$ cat config.mk
export PLATFORM = sky130hd
export DESIGN_NAME = dual_phase_sync_word_deframer_flat
export DESIGN_NICKNAME = d
export VERILOG_FILES = /design/src/rtl/core/dpswd_pkg.sv /design/src/rtl/core/dpswd_sample_if.sv /design/src/rtl/core/dpswd_byte_if.sv /design/src/rtl/core/dpswd_cfg_if.sv /design/src/rtl/core/dual_phase_sync_word_deframer.sv /design/src/flat_wrapper.sv
export SDC_FILE = /design/constraint.sdc
export NUM_CORES = 1
export LEC_CHECK = 0
export BUFFER_PORTS_ARGS = -buffer_cell sky130_fd_sc_hd__buf_4
export CAP_MARGIN = 20
export CORE_ASPECT_RATIO = 0.7
export CORE_UTILIZATION = 40
export DETAILED_ROUTE_END_ITERATION = 10
export SLEW_MARGIN = 5
export SYNTH_ARGS = -nofsm -noshare
export SYNTH_HDL_FRONTEND = slang
export SYNTH_SLANG_ARGS = --single-unit
$ cat constraint.sdc
create_clock -name clk -period 3.16 [get_ports clk]
set_input_delay 0.474 -clock clk [delete_from_list [all_inputs] [get_ports clk]]
set_output_delay 0.474 -clock clk [all_outputs]
set_load 0.05 [all_outputs]
$ cat src/rtl/core/dpswd_pkg.sv
// ----------------------------------------------------------------------------
// dpswd_pkg
// Shared constants for the dual-phase sync word deframer: field widths,
// configuration register indexes and their reset values.
// ----------------------------------------------------------------------------
package dpswd_pkg;

	localparam int SAMPLE_W   = 16;
	localparam int BYTE_W     = 8;
	localparam int SYNC_W     = 16;
	localparam int LEN_W      = 16;
	localparam int CFG_IDX_W  = 2;
	localparam int CFG_DATA_W = 16;

	// Bits collected in one packet: packet length in bytes times eight.
	localparam int BYTE_SHIFT = 3;
	localparam int COUNT_W    = LEN_W + BYTE_SHIFT;

	typedef logic signed [SAMPLE_W-1:0] sample_t;
	typedef logic [BYTE_W-1:0]          byte_t;
	typedef logic [SYNC_W-1:0]          sync_t;
	typedef logic [LEN_W-1:0]           len_t;
	typedef logic [COUNT_W-1:0]         count_t;
	typedef logic [CFG_IDX_W-1:0]       cfg_idx_t;
	typedef logic [CFG_DATA_W-1:0]      cfg_data_t;

	// Configuration register indexes
	localparam cfg_idx_t CFG_PACKET_BYTES = 2'd0;
	localparam cfg_idx_t CFG_SYNC_WORD    = 2'd1;

	// Reset values
	localparam len_t  PACKET_BYTES_RST = 16'd70;
	localparam sync_t SYNC_WORD_RST    = 16'h2dd4;

endpackage

$ cat src/rtl/core/dpswd_sample_if.sv
// ----------------------------------------------------------------------------
// dpswd_sample_if
// Input channel: one bit pair per beat, two complex samples.
// ----------------------------------------------------------------------------
interface dpswd_sample_if;

	logic               valid;
	logic               ready;
	dpswd_pkg::sample_t first_real;
	dpswd_pkg::sample_t first_imag;
	dpswd_pkg::sample_t second_real;
	dpswd_pkg::sample_t second_imag;

	modport source (
		output valid, first_real, first_imag, second_real, second_imag,
		input  ready
	);

	modport sink (
		input  valid, first_real, first_imag, second_real, second_imag,
		output ready
	);

endinterface

$ cat src/rtl/core/dpswd_byte_if.sv
// ----------------------------------------------------------------------------
// dpswd_byte_if
// Output channel: one deframed payload byte per beat.
// ----------------------------------------------------------------------------
interface dpswd_byte_if;

	logic             valid;
	logic             ready;
	dpswd_pkg::byte_t data_byte;
	logic             last_byte;
	logic             locked_phase;

	modport source (
		output valid, data_byte, last_byte, locked_phase,
		input  ready
	);

	modport sink (
		input  valid, data_byte, last_byte, locked_phase,
		output ready
	);

endinterface

$ cat src/rtl/core/dpswd_cfg_if.sv
// ----------------------------------------------------------------------------
// dpswd_cfg_if
// Configuration write channel: register index and write data per beat.
// ----------------------------------------------------------------------------
interface dpswd_cfg_if;

	logic                 valid;
	logic                 ready;
	dpswd_pkg::cfg_idx_t  index;
	dpswd_pkg::cfg_data_t data;

	modport source (
		output valid, index, data,
		input  ready
	);

	modport sink (
		input  valid, index, data,
		output ready
	);

endinterface

$ cat src/rtl/core/dual_phase_sync_word_deframer.sv
// ----------------------------------------------------------------------------
// dual_phase_sync_word_deframer
// Hard-decides two sample phases per bit, hunts for the sync word in both
// phases, then assembles bytes from the locked phase for one packet.
// ----------------------------------------------------------------------------
//
//  channel   modport  beat carries
//  -------   -------  -------------------------------------------------------
//  samples   sink     first_real, first_imag, second_real, second_imag
//  payload   source   data_byte, last_byte, locked_phase
//  cfg       sink     index, data (0: packet_bytes, 1: sync_word)
//
//  One bit pair per cycle sustained unless stalled. A sample beat is registered
//  after its hard decision, then passes on to the output register, so a byte
//  leaves through the input register and the output register in that order.
//  The input stalls only while the output register holds an untaken byte
//  and a bit pair is already waiting in the input register.
//  Reset returns to hunting with cleared hunt registers and default config.
//  cfg is always ready.
//
module dual_phase_sync_word_deframer (
	input  logic                  clk,
	input  logic                  arst_n,
	dpswd_sample_if.sink          samples,
	dpswd_byte_if.source          payload,
	dpswd_cfg_if.sink             cfg
);

	localparam logic [1:0] LOCK_HUNT   = 2'd0;
	localparam logic [1:0] LOCK_FIRST  = 2'd1;
	localparam logic [1:0] LOCK_SECOND = 2'd2;

	// configuration
	dpswd_pkg::len_t   packet_bytes_q;
	dpswd_pkg::sync_t  sync_word_q;

	// input register: decided bits
	logic              valid_s1;
	logic              bit_a_s1;
	logic              bit_b_s1;

	// deframer state
	dpswd_pkg::sync_t  hunt_a_q;
	dpswd_pkg::sync_t  hunt_b_q;
	logic [1:0]        lock_q;
	dpswd_pkg::count_t bit_cnt_q;
	dpswd_pkg::byte_t  byte_q;

	// output register
	logic              out_valid_s2;
	dpswd_pkg::byte_t  data_s2;
	logic              last_s2;
	logic              phase_s2;

	logic              advance;
	logic              locked;
	logic              bit_sel;
	dpswd_pkg::byte_t  byte_nxt;
	dpswd_pkg::count_t cnt_inc;
	dpswd_pkg::count_t total_bits;
	logic              done;
	logic              emit;
	logic              hunting;
	dpswd_pkg::sync_t  hunt_a_nxt;
	dpswd_pkg::sync_t  hunt_b_nxt;

	assign cfg.ready     = 1'b1;
	assign advance       = valid_s1 && (!out_valid_s2 || payload.ready);
	assign samples.ready = !valid_s1 || advance;

	assign locked     = (lock_q == LOCK_FIRST) || (lock_q == LOCK_SECOND);
	assign bit_sel    = (lock_q == LOCK_SECOND) ? bit_b_s1 : bit_a_s1;
	assign byte_nxt   = {byte_q[dpswd_pkg::BYTE_W-2:0], bit_sel};
	assign cnt_inc    = bit_cnt_q + dpswd_pkg::count_t'(1);
	assign total_bits = {packet_bytes_q, {dpswd_pkg::BYTE_SHIFT{1'b0}}};
	assign done       = locked && (cnt_inc >= total_bits);
	assign emit       = locked && (cnt_inc[dpswd_pkg::BYTE_SHIFT-1:0] == '0);
	// the packet's final bit also feeds the hunt registers
	assign hunting    = !locked || done;
	assign hunt_a_nxt = {hunt_a_q[dpswd_pkg::SYNC_W-2:0], bit_a_s1};
	assign hunt_b_nxt = {hunt_b_q[dpswd_pkg::SYNC_W-2:0], bit_b_s1};

	always_ff @(posedge clk or negedge arst_n) begin
		if (!arst_n) begin
			packet_bytes_q <= dpswd_pkg::PACKET_BYTES_RST;
			sync_word_q    <= dpswd_pkg::SYNC_WORD_RST;
		end else if (cfg.valid) begin
			unique case (cfg.index)
				dpswd_pkg::CFG_PACKET_BYTES: packet_bytes_q <= cfg.data;
				dpswd_pkg::CFG_SYNC_WORD:    sync_word_q    <= cfg.data;
				default: ;
			endcase
		end
	end

	// hard decision ahead of the input register
	always_ff @(posedge clk or negedge arst_n) begin
		if (!arst_n) begin
			valid_s1 <= 1'b0;
		end else if (samples.ready) begin
			valid_s1 <= samples.valid;
		end
	end

	always_ff @(posedge clk) begin
		if (samples.ready && samples.valid) begin
			bit_a_s1 <= samples.first_real > samples.first_imag;
			bit_b_s1 <= samples.second_real > samples.second_imag;
		end
	end

	always_ff @(posedge clk or negedge arst_n) begin
		if (!arst_n) begin
			hunt_a_q  <= '0;
			hunt_b_q  <= '0;
			lock_q    <= LOCK_HUNT;
			bit_cnt_q <= '0;
			byte_q    <= '0;
		end else if (advance) begin
			if (locked) begin
				byte_q    <= byte_nxt;
				bit_cnt_q <= done ? '0 : cnt_inc;
			end
			if (hunting) begin
				hunt_a_q <= hunt_a_nxt;
				hunt_b_q <= hunt_b_nxt;
				if (hunt_a_nxt == sync_word_q) begin
					lock_q <= LOCK_FIRST;
				end else if (hunt_b_nxt == sync_word_q) begin
					lock_q <= LOCK_SECOND;
				end else begin
					lock_q <= LOCK_HUNT;
				end
			end
		end
	end

	always_ff @(posedge clk or negedge arst_n) begin
		if (!arst_n) begin
			out_valid_s2 <= 1'b0;
		end else if (advance) begin
			out_valid_s2 <= emit;
		end else if (payload.ready) begin
			out_valid_s2 <= 1'b0;
		end
	end

	always_ff @(posedge clk) begin
		if (advance && emit) begin
			data_s2  <= byte_nxt;
			last_s2  <= done;
			phase_s2 <= (lock_q == LOCK_SECOND);
		end
	end

	assign payload.valid        = out_valid_s2;
	assign payload.data_byte    = data_s2;
	assign payload.last_byte    = last_s2;
	assign payload.locked_phase = phase_s2;

endmodule

$ cat src/flat_wrapper.sv
// flat-port wrapper written by rule: the top's interface ports become plain ports
module dual_phase_sync_word_deframer_flat 
  (clk, arst_n, samples_valid, samples_first_real, samples_first_imag, samples_second_real, samples_second_imag, samples_ready, payload_valid, payload_data_byte, payload_last_byte, payload_locked_phase, payload_ready, cfg_valid, cfg_index, cfg_data, cfg_ready);
  dpswd_sample_if samples_i ();
  dpswd_byte_if payload_i ();
  dpswd_cfg_if cfg_i ();
  input  logic clk;
  input  logic arst_n;
  input wire logic [$bits(samples_i.valid)-1:0] samples_valid;
  input wire logic [$bits(samples_i.first_real)-1:0] samples_first_real;
  input wire logic [$bits(samples_i.first_imag)-1:0] samples_first_imag;
  input wire logic [$bits(samples_i.second_real)-1:0] samples_second_real;
  input wire logic [$bits(samples_i.second_imag)-1:0] samples_second_imag;
  output wire logic [$bits(samples_i.ready)-1:0] samples_ready;
  output wire logic [$bits(payload_i.valid)-1:0] payload_valid;
  output wire logic [$bits(payload_i.data_byte)-1:0] payload_data_byte;
  output wire logic [$bits(payload_i.last_byte)-1:0] payload_last_byte;
  output wire logic [$bits(payload_i.locked_phase)-1:0] payload_locked_phase;
  input wire logic [$bits(payload_i.ready)-1:0] payload_ready;
  input wire logic [$bits(cfg_i.valid)-1:0] cfg_valid;
  input wire logic [$bits(cfg_i.index)-1:0] cfg_index;
  input wire logic [$bits(cfg_i.data)-1:0] cfg_data;
  output wire logic [$bits(cfg_i.ready)-1:0] cfg_ready;
  assign samples_i.valid = samples_valid;
  assign samples_i.first_real = samples_first_real;
  assign samples_i.first_imag = samples_first_imag;
  assign samples_i.second_real = samples_second_real;
  assign samples_i.second_imag = samples_second_imag;
  assign samples_ready = samples_i.ready;
  assign payload_valid = payload_i.valid;
  assign payload_data_byte = payload_i.data_byte;
  assign payload_last_byte = payload_i.last_byte;
  assign payload_locked_phase = payload_i.locked_phase;
  assign payload_i.ready = payload_ready;
  assign cfg_i.valid = cfg_valid;
  assign cfg_i.index = cfg_index;
  assign cfg_i.data = cfg_data;
  assign cfg_ready = cfg_i.ready;
  dual_phase_sync_word_deframer u_core (.clk(clk), .arst_n(arst_n), .samples(samples_i), .payload(payload_i), .cfg(cfg_i));
endmodule
### After elaboration in Yosys (flattened, before gate mapping)

Cells that the tools add are included.
W data, S select, Z words.

| word-level totals | value |
|---|---|
| input port bits | 87 |
| register bits after elaboration | 104 |
| word-level logic and storage cells | 48 |
| output and inout bits | 13 |

| cells by class | value |
|---|---|
| eq/ne operators | 5 |
| reductions and logical operators | 19 |
| add/subtract/negate cells | 1 |
| order comparisons | 3 |
| mux-type cells | 6 |

Operators by type and width:

| kind | count |
|---|---|
| $eq A16 B16 Y1 | 2 |
| $gt A16 B16 Y1 | 2 |
| $add A19 B1 Y19 const B | 1 |
| $ge A19 B19 Y1 | 1 |
| $mux W19 | 1 |
| $reduce_and A2 Y1 | 4 |
| $logic_and A1 B1 Y1 | 5 |
| $eq A2 B1 Y1 const B | 2 |
| $logic_or A1 B1 Y1 | 4 |
| $mux W2 | 2 |
| $logic_not A1 Y1 | 3 |
| $logic_not A3 Y1 | 1 |
| $mux W1 | 3 |
| $eq A2 B2 Y1 const B | 1 |
| $logic_not A2 Y1 | 1 |
| $reduce_bool A2 Y1 | 1 |

### Logic depth before layout (Yosys ltp)

Gate-level depths: netlist of run 1.

| logic depth | value |
|---|---|
| depth in word-level cells | 5 |
| mapped depth | 13 |
| mapped depth without buffers | 12 |

### Worst setup path before layout of run 1

Ideal clock, no wire load.

| timing path | value |
|---|---|
| path type | register to register |
| start point | reg u_core.bit_cnt_q[7] |
| end point | reg u_core.hunt_a_q[0] |
| required time | 3.035 ns |
| library setup time | 0.125 ns |
| path buffers | 2 |
| arrival | 3.249 ns |
| setup slack | -0.214 ns |
| clock period less this slack | 3.374 ns |
| stages on the path, launching flop included | 13 |
| cell sequence | dfrtp_1 clkbuf_1 nand4_1 nor4_1 xor2_1 ha_1 nand3_1 or3_1 a311o_1 nand4_2 o21bai_4 buf_6 mux2_4 |

| between the ends | value |
|---|---|
| word-level cells in the longest chain between the ends | 5 |

Ends and longest elaborated chain:

| what | line | source |
|---|---|---|
| start: declaration | dual_phase_sync_word_deframer.sv:46 | `dpswd_pkg::count_t bit_cnt_q;` |
| start signal: assignment | dual_phase_sync_word_deframer.sv:122 | `bit_cnt_q <= done ? '0 : cnt_inc;` |
| $add A19 B1 Y19 | dual_phase_sync_word_deframer.sv:74 | `assign cnt_inc = bit_cnt_q + dpswd_pkg::count_t'(1);` |
| $ge A19 B19 Y1 | dual_phase_sync_word_deframer.sv:76 | `assign done = locked && (cnt_inc >= total_bits);` |
| $logic_and A1 B1 Y1 | dual_phase_sync_word_deframer.sv:76 |  |
| $logic_or A1 B1 Y1 | dual_phase_sync_word_deframer.sv:79 | `assign hunting = !locked \|\| done;` |
| $reduce_and A2 Y1 (no source line) | n/a |  |
| end signal: assignment | dual_phase_sync_word_deframer.sv:125 | `hunt_a_q <= hunt_a_nxt;` |
| end: declaration | dual_phase_sync_word_deframer.sv:43 | `dpswd_pkg::sync_t hunt_a_q;` |

No other way between the ends.
A chain may end at the register's enable or synchronous reset.

### Worst setup path in the final report of run 1

| timing path | value |
|---|---|
| start point | reg u_core.bit_cnt_q[9] |
| end point | reg u_core.hunt_a_q[13] |

The elaborated chain is that of the path after synthesis.

==> run summary, run 1 <==
The run gives 24,100 um as the first-pass GRT wire length. The cell area power density works out to 544 nW/um^2. The start-to-end type of the worst setup path is register to register. The area taken by flip-flops and latches is 2680 um^2, and the gate count of the mapped netlist is 557. The logs give 4,783 for the number of global-route vias before repair and 0 for the reported max-cap violation count. The cell sitting at the root of the clock tree is a sky130_fd_sc_hd__clkbuf_16. The routed wire length per instance was 15.8 um. Highest fanout seen on the critical path: 21. Counting flops with an async set or reset pin after synthesis yields a share of 88.5%. Traced cell by cell, the critical path runs through nand4_1 -> buf_6 -> nor4_4 -> buf_4 -> xor2_1 -> ha_1 -> nand3_2 -> or3_1 -> a311o_1 -> nand4_4 -> o21bai_4 -> buf_12 -> mux2_4. The tightest min-delay check is of the input port to asynchronous set/reset pin type.

For this design the top-level I/O count stands at 100. The die area was 15,400 um^2; the static leakage power was 0.00373 uW. The area growth from synthesis to layout is 29.5%. The tools report the maximum clock insertion buffer count as 2. The flow ran to the end, but the final reports show violations.

After legalization and detailed placement, the total HPWL measured 11,000 um. The number of DRC violations after detailed routing was 0. TritonCTS built the clock tree.

Synthesis inferred 104 register bits. For the final-report max-slew violation count, the log shows 0. Summing the sequential cell areas from Yosys gives 44.8% of the chip area. The final-report hold violation count was 0; the initial core utilization was 42.0%. The synthesized netlist occupies a cell area of 5970 um^2. Count of final setup violators: 39.

STA classifies the critical path endpoint as a register. Hold timing on the final database bottoms out at a slack of 119 ps. The number of sinks driven by the clock tree was 104. The die width works out to 148 um. The total overflow left after global routing is 0.

At the later pin of the worst-skew pair, clock insertion delay measures 340 ps. The area used by multi-input combinational logic is 3080 um^2, and the setup skew after layout is 11.8 ps. The biggest area contributor in the post-synthesis netlist is sky130_fd_sc_hd__dfrtp_1. Entering global routing, the biggest net connects 52 pins. For this design, the slowest cell found on the critical path is sky130_fd_sc_hd__nor4_4. The detailed-router iteration count before antenna repair was 4; the switching part of the total was 31.3%. The starting DRC count in detailed routing came out at 223. Each instance of the synthesized netlist takes up on average 10.7 um^2. The antenna violation net count after detailed routing was 0. The net count of the mapped netlist came out at 695. The number of clock buffers inserted by TritonCTS was 9. The share of post-route cells with drive strength above 1 was 35.4%; the data arrival time of the critical path was 3460 ps.

The number of placement rows is 36, and the total detailed-routing wirelength is 14,400 um. The die span in y is 104 um. The worst setup path is launched from a register. The slew at the pin closest to its max-slew limit works out to 864 ps. The largest delay contributor family on the critical path was simple AND/OR/NAND/NOR gates.

Total number of yosys warnings: 0. The share of synthesized area in the top cell type comes to 33.9%. The global router's overall resource usage was 19.8%; the quantity of I/O buffers inserted on ports was 98. The tools report the final worst slack as -72.3 ps. Clock-pin slew was measured on the worst setup and hold paths at 80 ps. Headroom to the max-slew limit came out at 42.2%. Sequential cells account for 46.3% of the total power. For this run, the share of the core covered by cells in the final layout is 54.4%.

The logs give 4,585 for the number of vias in the routed layout and 28.1% for the combinational power share. The number of flops mapped to enable cells by yosys works out to 12. After layout, the design draws a total of 4210 uW. Setup repair after global routing could not meet its margin everywhere.

The analysis attributes to net switching a power of 1320 uW. The total buffers and inverters traversed by the critical path was 3; the number of antenna diodes was 0. For the finished layout, the period the worst path requires is 3230 ps.

Number of distinct standard cells referenced by the synthesized netlist: 50. After synthesis, the cell types taking the most area are sky130_fd_sc_hd__dfrtp_1 34%, sky130_fd_sc_hd__ha_1 11%, sky130_fd_sc_hd__mux2_4 7.0%. Dividing the detail-routed via count by the number of cells gives 5.05. The count of filler cells inserted in the layout is 1,276, and the ratio of final minimum period to clock period is 102%. Static timing analysis puts the maximum clock frequency at 0.309 GHz. In this run, the clock network consumes 25.7% of the power.

The tools report the final weighted congestion in routability-driven placement as 0.813. The largest incremental delay on the critical path works out to 410 ps. The net count of the finished layout is 851. The worst-case IR drop observed on VDD is 0.000262 V. The checks that failed: setup timing. The core region is 14,200 um^2. In this run the number of H-tree levels came out at 3. Among all flip-flop cells after synthesis, the most frequent one is sky130_fd_sc_hd__dfrtp_1.

The initial antenna violation count is 0, and the internal portion of total power is 2900 uW. The required time at the endpoint of the critical path is 3390 ps.
[synthesized netlist by cell type, types with 2 or more instances]
cell / count
sky130_fd_sc_hd__mux2_4: 28
sky130_fd_sc_hd__buf_2: 3
sky130_fd_sc_hd__dfrtp_1: 81
sky130_fd_sc_hd__nor2b_1: 5
sky130_fd_sc_hd__nand4_1: 15
sky130_fd_sc_hd__edfxtp_1: 12
sky130_fd_sc_hd__clkbuf_1: 10
sky130_fd_sc_hd__nand2_1: 61
sky130_fd_sc_hd__nor2_1: 16
sky130_fd_sc_hd__nand3b_1: 2
sky130_fd_sc_hd__nor4_2: 2
sky130_fd_sc_hd__mux2i_1: 3
sky130_fd_sc_hd__a211oi_1: 2
sky130_fd_sc_hd__dfstp_2: 11
sky130_fd_sc_hd__ha_1: 51
sky130_fd_sc_hd__nand2b_1: 5
sky130_fd_sc_hd__xor2_1: 22
sky130_fd_sc_hd__nor4_1: 6
sky130_fd_sc_hd__a22o_1: 5
sky130_fd_sc_hd__inv_1: 54
sky130_fd_sc_hd__buf_6: 3
sky130_fd_sc_hd__o211ai_1: 4
sky130_fd_sc_hd__xnor2_1: 26
sky130_fd_sc_hd__nand3_1: 15
sky130_fd_sc_hd__o21ai_0: 33
sky130_fd_sc_hd__a21oi_1: 19
sky130_fd_sc_hd__mux2_2: 21
sky130_fd_sc_hd__a21o_1: 9
sky130_fd_sc_hd__nor3_1: 5
sky130_fd_sc_hd__and3_1: 4
sky130_fd_sc_hd__and4_1: 3
sky130_fd_sc_hd__o2bb2ai_1: 3
[power groups by stage]
stage / Clock, uW / Sequential [uW] / Combinational [uW]
after detailed placement: 0 / 1970 / 1160
after floorplan: 0 / 1890 / 792
after global placement: 0 / 1950 / 1120
after CTS: 1100 / 1950 / 1190
after global routing: 1160 / 1990 / 1320
final: 1080 / 1950 / 1180
[cell usage in the layout (no fill, tap or decap), types with 4 or more instances in the layout]
cell type and count:
sky130_fd_sc_hd__buf_4 158, sky130_fd_sc_hd__dfrtp_1 81, sky130_fd_sc_hd__nand2_1 61, sky130_fd_sc_hd__inv_1 54, sky130_fd_sc_hd__ha_1 51, sky130_fd_sc_hd__o21ai_0 31, sky130_fd_sc_hd__mux2_4 28, sky130_fd_sc_hd__xnor2_1 26
sky130_fd_sc_hd__xor2_1 22, sky130_fd_sc_hd__mux2_2 21, sky130_fd_sc_hd__a21oi_1 19, sky130_fd_sc_hd__nand4_1 15, sky130_fd_sc_hd__nor2_1 15, sky130_fd_sc_hd__edfxtp_1 12, sky130_fd_sc_hd__nand3_1 11, sky130_fd_sc_hd__dfstp_2 11
sky130_fd_sc_hd__a21o_1 9, sky130_fd_sc_hd__clkbuf_16 9, sky130_fd_sc_hd__nor3_1 5, sky130_fd_sc_hd__nand2b_1 5, sky130_fd_sc_hd__nor2b_1 5, sky130_fd_sc_hd__nor4_1 5, sky130_fd_sc_hd__a22o_1 5, sky130_fd_sc_hd__and3_1 4
sky130_fd_sc_hd__o211ai_1 4
[per-stage QoR]
| stage | instance area [um^2] | TNS, ps | worst slack (ps) | std cells |
|---|---|---|---|---|
| 2_1_floorplan | 6000 | 0 | 9.48 | 557 |
| 3_3_place_gp | 7260 | 0 | 9.60 | 875 |
| 3_5_place_dp | 7260 | -2820 | -110 | 875 |
| 4_1_cts | 7690 | 0 | 2.71 | 906 |
| 5_1_grt | 7740 | -8140 | -239 | 908 |
| 6_report | 7740 | -2160 | -72.3 | 908 |
[timing repair]
item	CTS	global route
setup endpoints to repair	38	41
endpoints found under the hold margin	0	0
pin swaps	0	14
gates resized for setup	7	9
cloned	0	0
setup buffers	15	3
hold buffers	0	0
[logic make-up after synthesis]
| kind of cell | count (synthesis) | synth area share [%] |
|---|---|---|
| muxes | 52 | 11.5 |
| adders and majority gates | 51 | 10.7 |
| xor gates and xnor gates | 48 | 7.04 |
| DFF | 104 | 44.8 |
| and+or+nand+nor | 145 | 12.1 |
| AOI/OAI and AO/OA | 84 | 8.84 |
| buffers and inverters | 72 | 5.03 |
| other | 1 | 0.0628 |
[registers in the layout (all words and copies together), names as in the netlist]
register                     flops
u_core.hunt_a_q                 15
u_core.bit_b_s1                  1
u_core.sync_word_q              16
u_core.lock_q                    2
u_core.hunt_b_q                 15
u_core.payload.locked_phase      1
u_core.packet_bytes_q           16
u_core.valid_s1                  1
u_core.payload.last_byte         1
u_core.payload.data_byte         8
u_core.byte_q                    7
u_core.bit_cnt_q                19
u_core.payload.valid             1
u_core.bit_a_s1                  1
[final timing paths]
path / startpoint / to / slack (ps) / cells after the start
worst max-delay path: u_core.bit_cnt_q[9] / u_core.hunt_a_q[13] / -70 / 13
worst min-delay path: arst_n / u_core.hunt_a_q[13] / 120 / 1
worst max register to register: u_core.bit_cnt_q[9] / u_core.hunt_a_q[13] / -70 / 13
worst min register to register: u_core.byte_q[6] / u_core.payload.data_byte[7] / 470 / 0
max in group asynchronous: arst_n / u_core.packet_bytes_q[6] / 2320 / 2
min in group clk: samples_valid / u_core.valid_s1 / 320 / 2
[layout make-up]
| cell class | instances | area share (%) |
|---|---|---|
| Multi-Input combinational cell | 381 | 39.8 |
| Sequential cell | 104 | 34.6 |
| Timing Repair Buffer | 163 | 16.3 |
| Tap cell | 190 | 3.07 |
| Clock buffer | 10 | 2.96 |
| Inverter | 54 | 2.62 |
| Clock inverter | 6 | 0.695 |
[routing by layer]
layer	wire, um	GRT usage [%]	part of all wire, %	vias to the layer above
li1	-	-	-	2247
met1	7090	28.3	49	2203
met2	6320	30.7	44	131
met3	918	4.74	6.4	4
met4	36	3.31	0.25	0
met5	0	0	0	-
No activity file was read; power rests on OpenSTA's default activity.
==> run 2: changes to the inputs <==
CORE_MARGIN = 2   (was unset)
==> run 2 against run 1 <==
Sequential share of layout area down 0.17 points. Flip-flop and latch count did not move. The run still ends with setup timing left. Core utilization down 1.2 points. Highest routed layer unchanged. Clock skew is 4.8 ps lower. Fmax is 0.70% higher. Power rose by 2.0%. Largest power group unchanged. Sequential power about the same.
==> run summary, run 2 (synthesized netlist as in run 1, its figures left out) <==
The flow ran to the end, but the final reports show violations. Violated checks: setup timing (unchanged). The run gives 15 (was 39) as the count of final setup violators. The cell area power density works out to 552 nW/um^2 (was 544 nW/um^2). Number of antenna diodes: 0 (unchanged).

Overflow left after global routing: 0 (unchanged). Worst vdd rail ir drop: 0.000268 V (was 0.000262 V). Setup skew after layout: 7.02 ps (was 11.8 ps). For the pin count of the biggest net entering global routing, the log shows 73 (was 52). The clock input transition at the sequential cells of the worst setup and hold paths is 70 ps (was 80 ps), and the worst slew margin relative to its limit is 36.7% (was 42.2%). The run gives 53.2% (was 54.4%) as the final cell utilization of the core. The type of origin of the critical path was a register (unchanged). The capturing point of the worst reg2reg path is u_core.hunt_a_q[5] (was u_core.hunt_a_q[13]).

The mean number of vias per cell came out at 5.02 (was 5.05). Number of clock buffers inserted by TritonCTS: 9 (unchanged). For the final weighted congestion in routability-driven placement, the log shows 0.920 (was 0.813).

Highest-count cells in the layout ignoring fill and taps: 142 x sky130_fd_sc_hd__buf_4, 79 x sky130_fd_sc_hd__dfrtp_1, 61 x sky130_fd_sc_hd__nand2_1 (was 158 x sky130_fd_sc_hd__buf_4, 81 x sky130_fd_sc_hd__dfrtp_1, 61 x sky130_fd_sc_hd__nand2_1). The run gives 100 (unchanged) as the number of top-level pins. The maximum operating frequency was 0.312 GHz (was 0.309 GHz); the required time at the endpoint of the critical path was 3390 ps (about the same). The tools report the count of filler cells inserted in the layout as 1,304 (was 1,276). For the sum of negative setup slack, the log shows -552 ps (was -2160 ps). Antenna violation net count after detailed routing: 0 (unchanged).

The initial antenna violation count was 0 (unchanged); the total detailed-routing wirelength was 14,200 um (was 14,400 um). The starting DRC count in detailed routing came out at 188 (was 223). The master of the slowest instance on the critical path was sky130_fd_sc_hd__a311o_1 (was sky130_fd_sc_hd__nor4_4). The die area was 15,900 um^2 (was 15,400 um^2); the highest fanout seen on the critical path was 10 (was 21).

Most frequent standard cell in the layout excluding fill and tap cells: sky130_fd_sc_hd__buf_4 (unchanged). For the global router's overall resource usage, the log shows 19.0% (was 19.8%). The critical path's most frequent cell is sky130_fd_sc_hd__buf_6.

The layout overhead on the synthesized area came out at 30.3% (was 29.5%). The number of H-tree levels came out at 3 (unchanged). Registers with the most flip-flops: u_core.bit_cnt_q: 19 flops, u_core.packet_bytes_q: 16 flops, u_core.sync_word_q: 16 flops (unchanged).

For the minimum setup slack among reg-to-reg paths, the log shows -50 ps (was -70 ps). Worst hold-check path type: input port to asynchronous set/reset pin (unchanged). The logs give 40.8% (was 42.0%) for the initial core utilization and 0 (unchanged) for the final-report hold violation count. The die width is 150 um (was 148 um). The tools report the capturing element type of the critical path as a register (unchanged).

The tools report the quantity of hold-fixing buffers added after cts as 0 (unchanged). The most flop-heavy register is u_core.bit_cnt_q (unchanged). For the final worst slack, the log shows -49.7 ps (was -72.3 ps). The data arrival time of the critical path came out at 3440 ps (was 3460 ps). The start of the worst register-to-register path is u_core.bit_cnt_q[10] (was u_core.bit_cnt_q[9]). Setup repair after global routing could not meet its margin everywhere. The quantity of I/O buffers inserted on ports works out to 98 (unchanged). The number of placement rows was 37 (was 36). The tools report the post-route total power as 4300 uW (was 4210 uW). The number of sinks driven by the clock tree is 104 (unchanged), and the core region area is 14,600 um^2 (was 14,200 um^2). List of cells traversed by the critical path: nand4_1 -> buf_6 -> nor4_4 -> buf_6 -> nand3_4 -> xnor2_1 -> ha_1 -> and3_4 -> nand3_4 -> a311o_1 -> nand4_4 -> o21bai_4 -> buf_6 -> buf_16 -> mux2_4 (was nand4_1 -> buf_6 -> nor4_4 -> buf_4 -> xor2_1 -> ha_1 -> nand3_2 -> or3_1 -> a311o_1 -> nand4_4 -> o21bai_4 -> buf_12 -> mux2_4). TritonCTS built the clock tree. The first-pass GRT wire length came out at 23,700 um (was 24,100 um). Clock insertion delay at the later pin of the skew report: 350 ps (was 340 ps). The number of vias in the routed layout was 4,528 (was 4,585); the ratio of final minimum period to clock period was 102% (about the same).

Placement-stage cell area: 7210 um^2 (was 7260 um^2). The reported max-cap violation count was 0 (unchanged). The die span in y was 106 um (was 104 um); the maximum clock insertion buffer count was 2 (unchanged).

The number of flip-flops under the largest register name was 19 (unchanged); the half-perimeter wire length after placement was 10,900 um (was 11,000 um). The depth of the most critical reg-to-reg path was 15 (was 13). The share of post-route cells with drive strength above 1 is 35.8% (was 35.4%), and the detailed-router iteration count before antenna repair is 4 (unchanged).

The post-layout net count is 840 (was 851), and the slew at the pin closest to its max-slew limit is 946 ps (was 864 ps). The start-to-end type of the worst setup path is register to register (unchanged). The largest incremental delay on the critical path was 390 ps (was 410 ps); the static leakage power was 0.00370 uW (was 0.00373 uW). The cell at the root of the clock tree is sky130_fd_sc_hd__clkbuf_16 (unchanged). Number of global-route vias before repair: 4,866 (was 4,783).

The number of DRC violations after detailed routing was 0 (unchanged). The final design instance area without fill is 7780 um^2 (was 7740 um^2), and the shortest period the worst path allows is 3210 ps (was 3230 ps). The run gives 0 (unchanged) as the final-report max-slew violation count. The routed wire length per instance came out at 15.7 um (was 15.8 um).
run 2: cell count changes in the layout (fill, tap and decap cells not counted), sizes merged:
cell	before	now
buf	163	152
inv	56	54
bufinv	0	1
clkinv	3	4
run 2: power by group:
group          internal [uW]  switching [uW]  leakage [uW]
combinational            725             515       0.00236
clock                    611             495      0.000140
sequential              1670             283       0.00121
total                   3010            1290       0.00370
run 2: through the flow:
| step | std cells | worst slack [ps] | hold slack (ps) |
|---|---|---|---|
| after floorplan | 557 | 9.48 | 178 |
| after global placement | 872 | -6.85 | 384 |
| after detailed placement | 872 | -133 | 384 |
| after CTS | 897 | -36.1 | 9.70 |
| after global routing | 902 | -194 | 20.6 |
| final | 902 | -49.7 | 5.92 |
run 2: repair_timing:
item	CTS	global route
setup endpoints to repair	38	48
resized for setup	20	16
buffers inserted	8	6
gates cloned	1	0
pin swaps	8	9
run 2: how the worst max path moves through the flow:
stage | to | cells past startpoint | startpoint
2_1_floorplan | u_core.hunt_a_q[0] | 12 | u_core.bit_cnt_q[0]
6_report | u_core.hunt_a_q[5] | 15 | u_core.bit_cnt_q[10]
3_3_place_gp | u_core.hunt_b_q[0] | 13 | u_core.bit_cnt_q[0]
3_5_place_dp | u_core.hunt_b_q[2] | 13 | u_core.bit_cnt_q[0]
5_1_grt | u_core.hunt_a_q[10] | 15 | u_core.bit_cnt_q[10]
4_1_cts | u_core.hunt_a_q[14] | 13 | u_core.bit_cnt_q[3]
run 2: cell type report:
class	instances	area [um^2]	share of cell area (%)
clock buffer	10	229	2.94
clock inverter	6	60.1	0.772
inverter	54	203	2.60
multi-input combinational	381	3170	40.7
sequential	104	2680	34.4
tap	195	244	3.13
timing repair buffer	152	1200	15.5
run 2: routing by layer:
layer	up-vias	share of wire (%)	GRT usage, %
li1	2223	-	-
met1	2159	48	26.2
met2	129	44	29.4
met3	17	7.3	5.67
met4	0	1.2	4.72
met5	-	0	0
run 2: worst max-delay path: cells and delay by family (launching register included):
kind	cells	cell delay, ps
xor+xnor	1	140
buf+inv	4	600
compound gates	2	490
flops	1	350
mux	1	290
fa+ha+maj	1	320
simple gates	6	900
==> run 3: changes to the inputs <==
PLACE_DENSITY = 0.68   (was unset)
==> run 3 against run 2 <==
The flow still finishes with violations (setup timing). Cell count increased by 0.22%. Critical path depth decreased by 1. Core utilization up 0.56 points. Worst hold slack better by 160 ps. Die area is the same. First-iteration DRC count increased by 36%. Routed wire length grew 2.8%. Fmax down 3.0%.
==> run summary, run 3 (synthesized netlist as in run 1, its figures left out) <==
The logs give 0.302 GHz (was 0.312 GHz) for the maximum operating frequency and 23,500 um (was 23,700 um) for the first-pass GRT wire length. The type of origin of the critical path was a register (unchanged). The start-to-end type of the worst setup path is register to register (unchanged). Quantity of I/O buffers inserted on ports: 98 (unchanged). Violated checks: setup timing (unchanged). Most frequent standard cell in the layout excluding fill and tap cells: sky130_fd_sc_hd__buf_4 (unchanged). The share of post-route cells with drive strength above 1 is 36.8% (was 35.8%). The data arrival time of the critical path was 3540 ps (was 3440 ps); the number of placement rows was 37 (unchanged). The cell area power density works out to 550 nW/um^2 (was 552 nW/um^2). The number of clock buffers inserted by TritonCTS is 9 (unchanged), and the number of top-level pins is 100 (unchanged). Slew at the pin closest to its max-slew limit: 1070 ps (was 946 ps).

Final weighted congestion in routability-driven placement: 0.866 (was 0.920). The starting DRC count in detailed routing is 255 (was 188). The count of final setup violators is 36 (was 15). The run gives 14,600 um^2 (unchanged) as the core region area. The global router's overall resource usage was 18.7% (was 19.0%). The cell at the root of the clock tree is sky130_fd_sc_hd__clkbuf_16 (unchanged). The mean number of vias per cell was 5.09 (was 5.02); the final-report hold violation count was 0 (unchanged). The flow ran to the end, but the final reports show violations. The final-report max-slew violation count was 0 (unchanged).

The highest fanout seen on the critical path came out at 6 (was 10). The tools report the required time at the endpoint of the critical path as 3390 ps (about the same). Highest-count cells in the layout ignoring fill and taps: 143 x sky130_fd_sc_hd__buf_4, 81 x sky130_fd_sc_hd__dfrtp_1, 61 x sky130_fd_sc_hd__nand2_1 (was 142 x sky130_fd_sc_hd__buf_4, 79 x sky130_fd_sc_hd__dfrtp_1, 61 x sky130_fd_sc_hd__nand2_1).

Setup repair after global routing could not meet its margin everywhere. The setup skew after layout is 11.5 ps (was 7.02 ps). The pin count of the biggest net entering global routing is 55 (was 73).

The capturing element type of the critical path was a register (unchanged). The shortest period the worst path allows was 3310 ps (was 3210 ps); the final worst slack was -150 ps (was -49.7 ps). The die width was 150 um (unchanged).

The pre-CTS worst setup slack is -164 ps (was -133 ps), and the minimum setup slack among reg-to-reg paths is -150 ps (was -50 ps). The number of sinks driven by the clock tree was 104 (unchanged). The number of vias in the routed layout is 4,599 (was 4,528), and the final cell utilization of the core is 53.8% (was 53.2%). The detailed-router iteration count before antenna repair came out at 4 (unchanged). TritonCTS built the clock tree. The tools report the reported max-cap violation count as 0 (unchanged). The worst vdd rail ir drop was 0.000373 V (was 0.000268 V); the half-perimeter wire length after placement was 10,900 um (about the same). The startpoint of the worst setup timing path is u_core.bit_cnt_q[0] (was u_core.bit_cnt_q[10]). For the initial antenna violation count, the log shows 0 (unchanged). The ratio of final minimum period to clock period works out to 105% (was 102%). Registers with the most flip-flops: u_core.bit_cnt_q: 19 flops, u_core.packet_bytes_q: 16 flops, u_core.sync_word_q: 16 flops (unchanged). The initial core utilization is 40.8% (unchanged), and the number of DRC violations after detailed routing is 0 (unchanged).

The worst hold-check path type is input port to asynchronous set/reset pin (unchanged). The die span in y works out to 106 um (unchanged). Die area: 15,900 um^2 (unchanged). Layout overhead on the synthesized area: 31.6% (was 30.3%).

The number of global-route vias before repair is 4,828 (was 4,866). For the clock insertion delay at the later pin of the skew report, the log shows 350 ps (about the same). For the post-layout net count, the log shows 842 (was 840). The logs give 0 (unchanged) for the overflow left after global routing and 14,600 um (was 14,200 um) for the total detailed-routing wirelength. The post-route non-filler standard cell count is 904 (was 902). The maximum clock insertion buffer count is 2 (unchanged).

For the static leakage power, the log shows 0.00375 uW (was 0.00370 uW). The number of H-tree levels was 3 (unchanged); the clock input transition at the sequential cells of the worst setup and hold paths was 70 ps (about the same). For the worst hold slack, the log shows 166 ps (was 5.92 ps). The routed wire length per instance is 16.1 um (was 15.7 um). The cell count after placement was 873 (was 872). The number of antenna diodes is 0 (unchanged).

Number of flip-flops under the largest register name: 19 (unchanged). The antenna violation net count after detailed routing was 0 (unchanged). The start of the worst register-to-register path was u_core.bit_cnt_q[0] (was u_core.bit_cnt_q[10]). Most flop-heavy register: u_core.bit_cnt_q (unchanged). The worst slew margin relative to its limit came out at 28.3% (was 36.7%).
run 3: stage by stage:
stage	TNS (ps)	area (um^2)	power, uW
CTS	0	7580	4230
floorplan	0	6000	2680
finish	-4020	7870	4320
global placement	-1550	7210	3050
detailed placement	-3550	7210	3110
global route	-9820	7870	4560
run 3: cell type report:
| class | instances | area [um^2] |
|---|---|---|
| fillers | 1305 | 6760 |
| multi-input cells | 381 | 3200 |
| flip-flops and latches | 104 | 2680 |
| repair buffers | 154 | 1250 |
| well taps | 195 | 244 |
| clock buffers | 9 | 225 |
| inverters | 54 | 203 |
| clock inverters | 7 | 62.6 |
run 3: per-layer routing:
metal | vias to the layer above | share of wire, % | global-route usage, %
li1 | 2226 | - | -
met1 | 2220 | 47 | 26.5
met2 | 139 | 45 | 28.7
met3 | 14 | 6.7 | 5.49
met4 | 0 | 0.80 | 3.23
met5 | - | 0 | 0
run 3: report_power, final:
group	total, uW	leakage [uW]	switching, uW	internal, uW
sequential	1960	0.00121	295	1670
clock	1090	0.000139	541	552
combinational	1270	0.00240	539	730
total	4320	0.00375	1380	2950
run 3: critical path, cell delays in order, from the launching register on:
cell                        delay [ps]
sky130_fd_sc_hd__dfrtp_1           400
sky130_fd_sc_hd__ha_2              230
sky130_fd_sc_hd__nand3_4           130
sky130_fd_sc_hd__buf_4             190
sky130_fd_sc_hd__nor2_2            130
sky130_fd_sc_hd__xor2_2            100
sky130_fd_sc_hd__ha_2              320
sky130_fd_sc_hd__o211ai_1          110
sky130_fd_sc_hd__or3_1             340
sky130_fd_sc_hd__a311o_1           400
sky130_fd_sc_hd__nand4_4           130
sky130_fd_sc_hd__o21bai_4           90
sky130_fd_sc_hd__buf_12            150
sky130_fd_sc_hd__clkbuf_16         160
sky130_fd_sc_hd__mux2_4            290
run 3: final timing paths:
check / endpoint / depth (start not counted)
setup / recovery: u_core.hunt_a_q[5] / 14
hold / removal: u_core.hunt_a_q[13] / 1
setup reg to reg: u_core.hunt_a_q[5] / 14
hold reg to reg: u_core.payload.data_byte[7] / 0
max in group asynchronous: u_core.sync_word_q[11] / 2
min in group clk: u_core.valid_s1 / 2
run 3: timing repair:
item,CTS,global route
gates cloned,0,3
pin swaps,13,24
hold buffers,0,0
buffers inserted,5,8
resized for setup,12,29
setup endpoints to repair,38,44
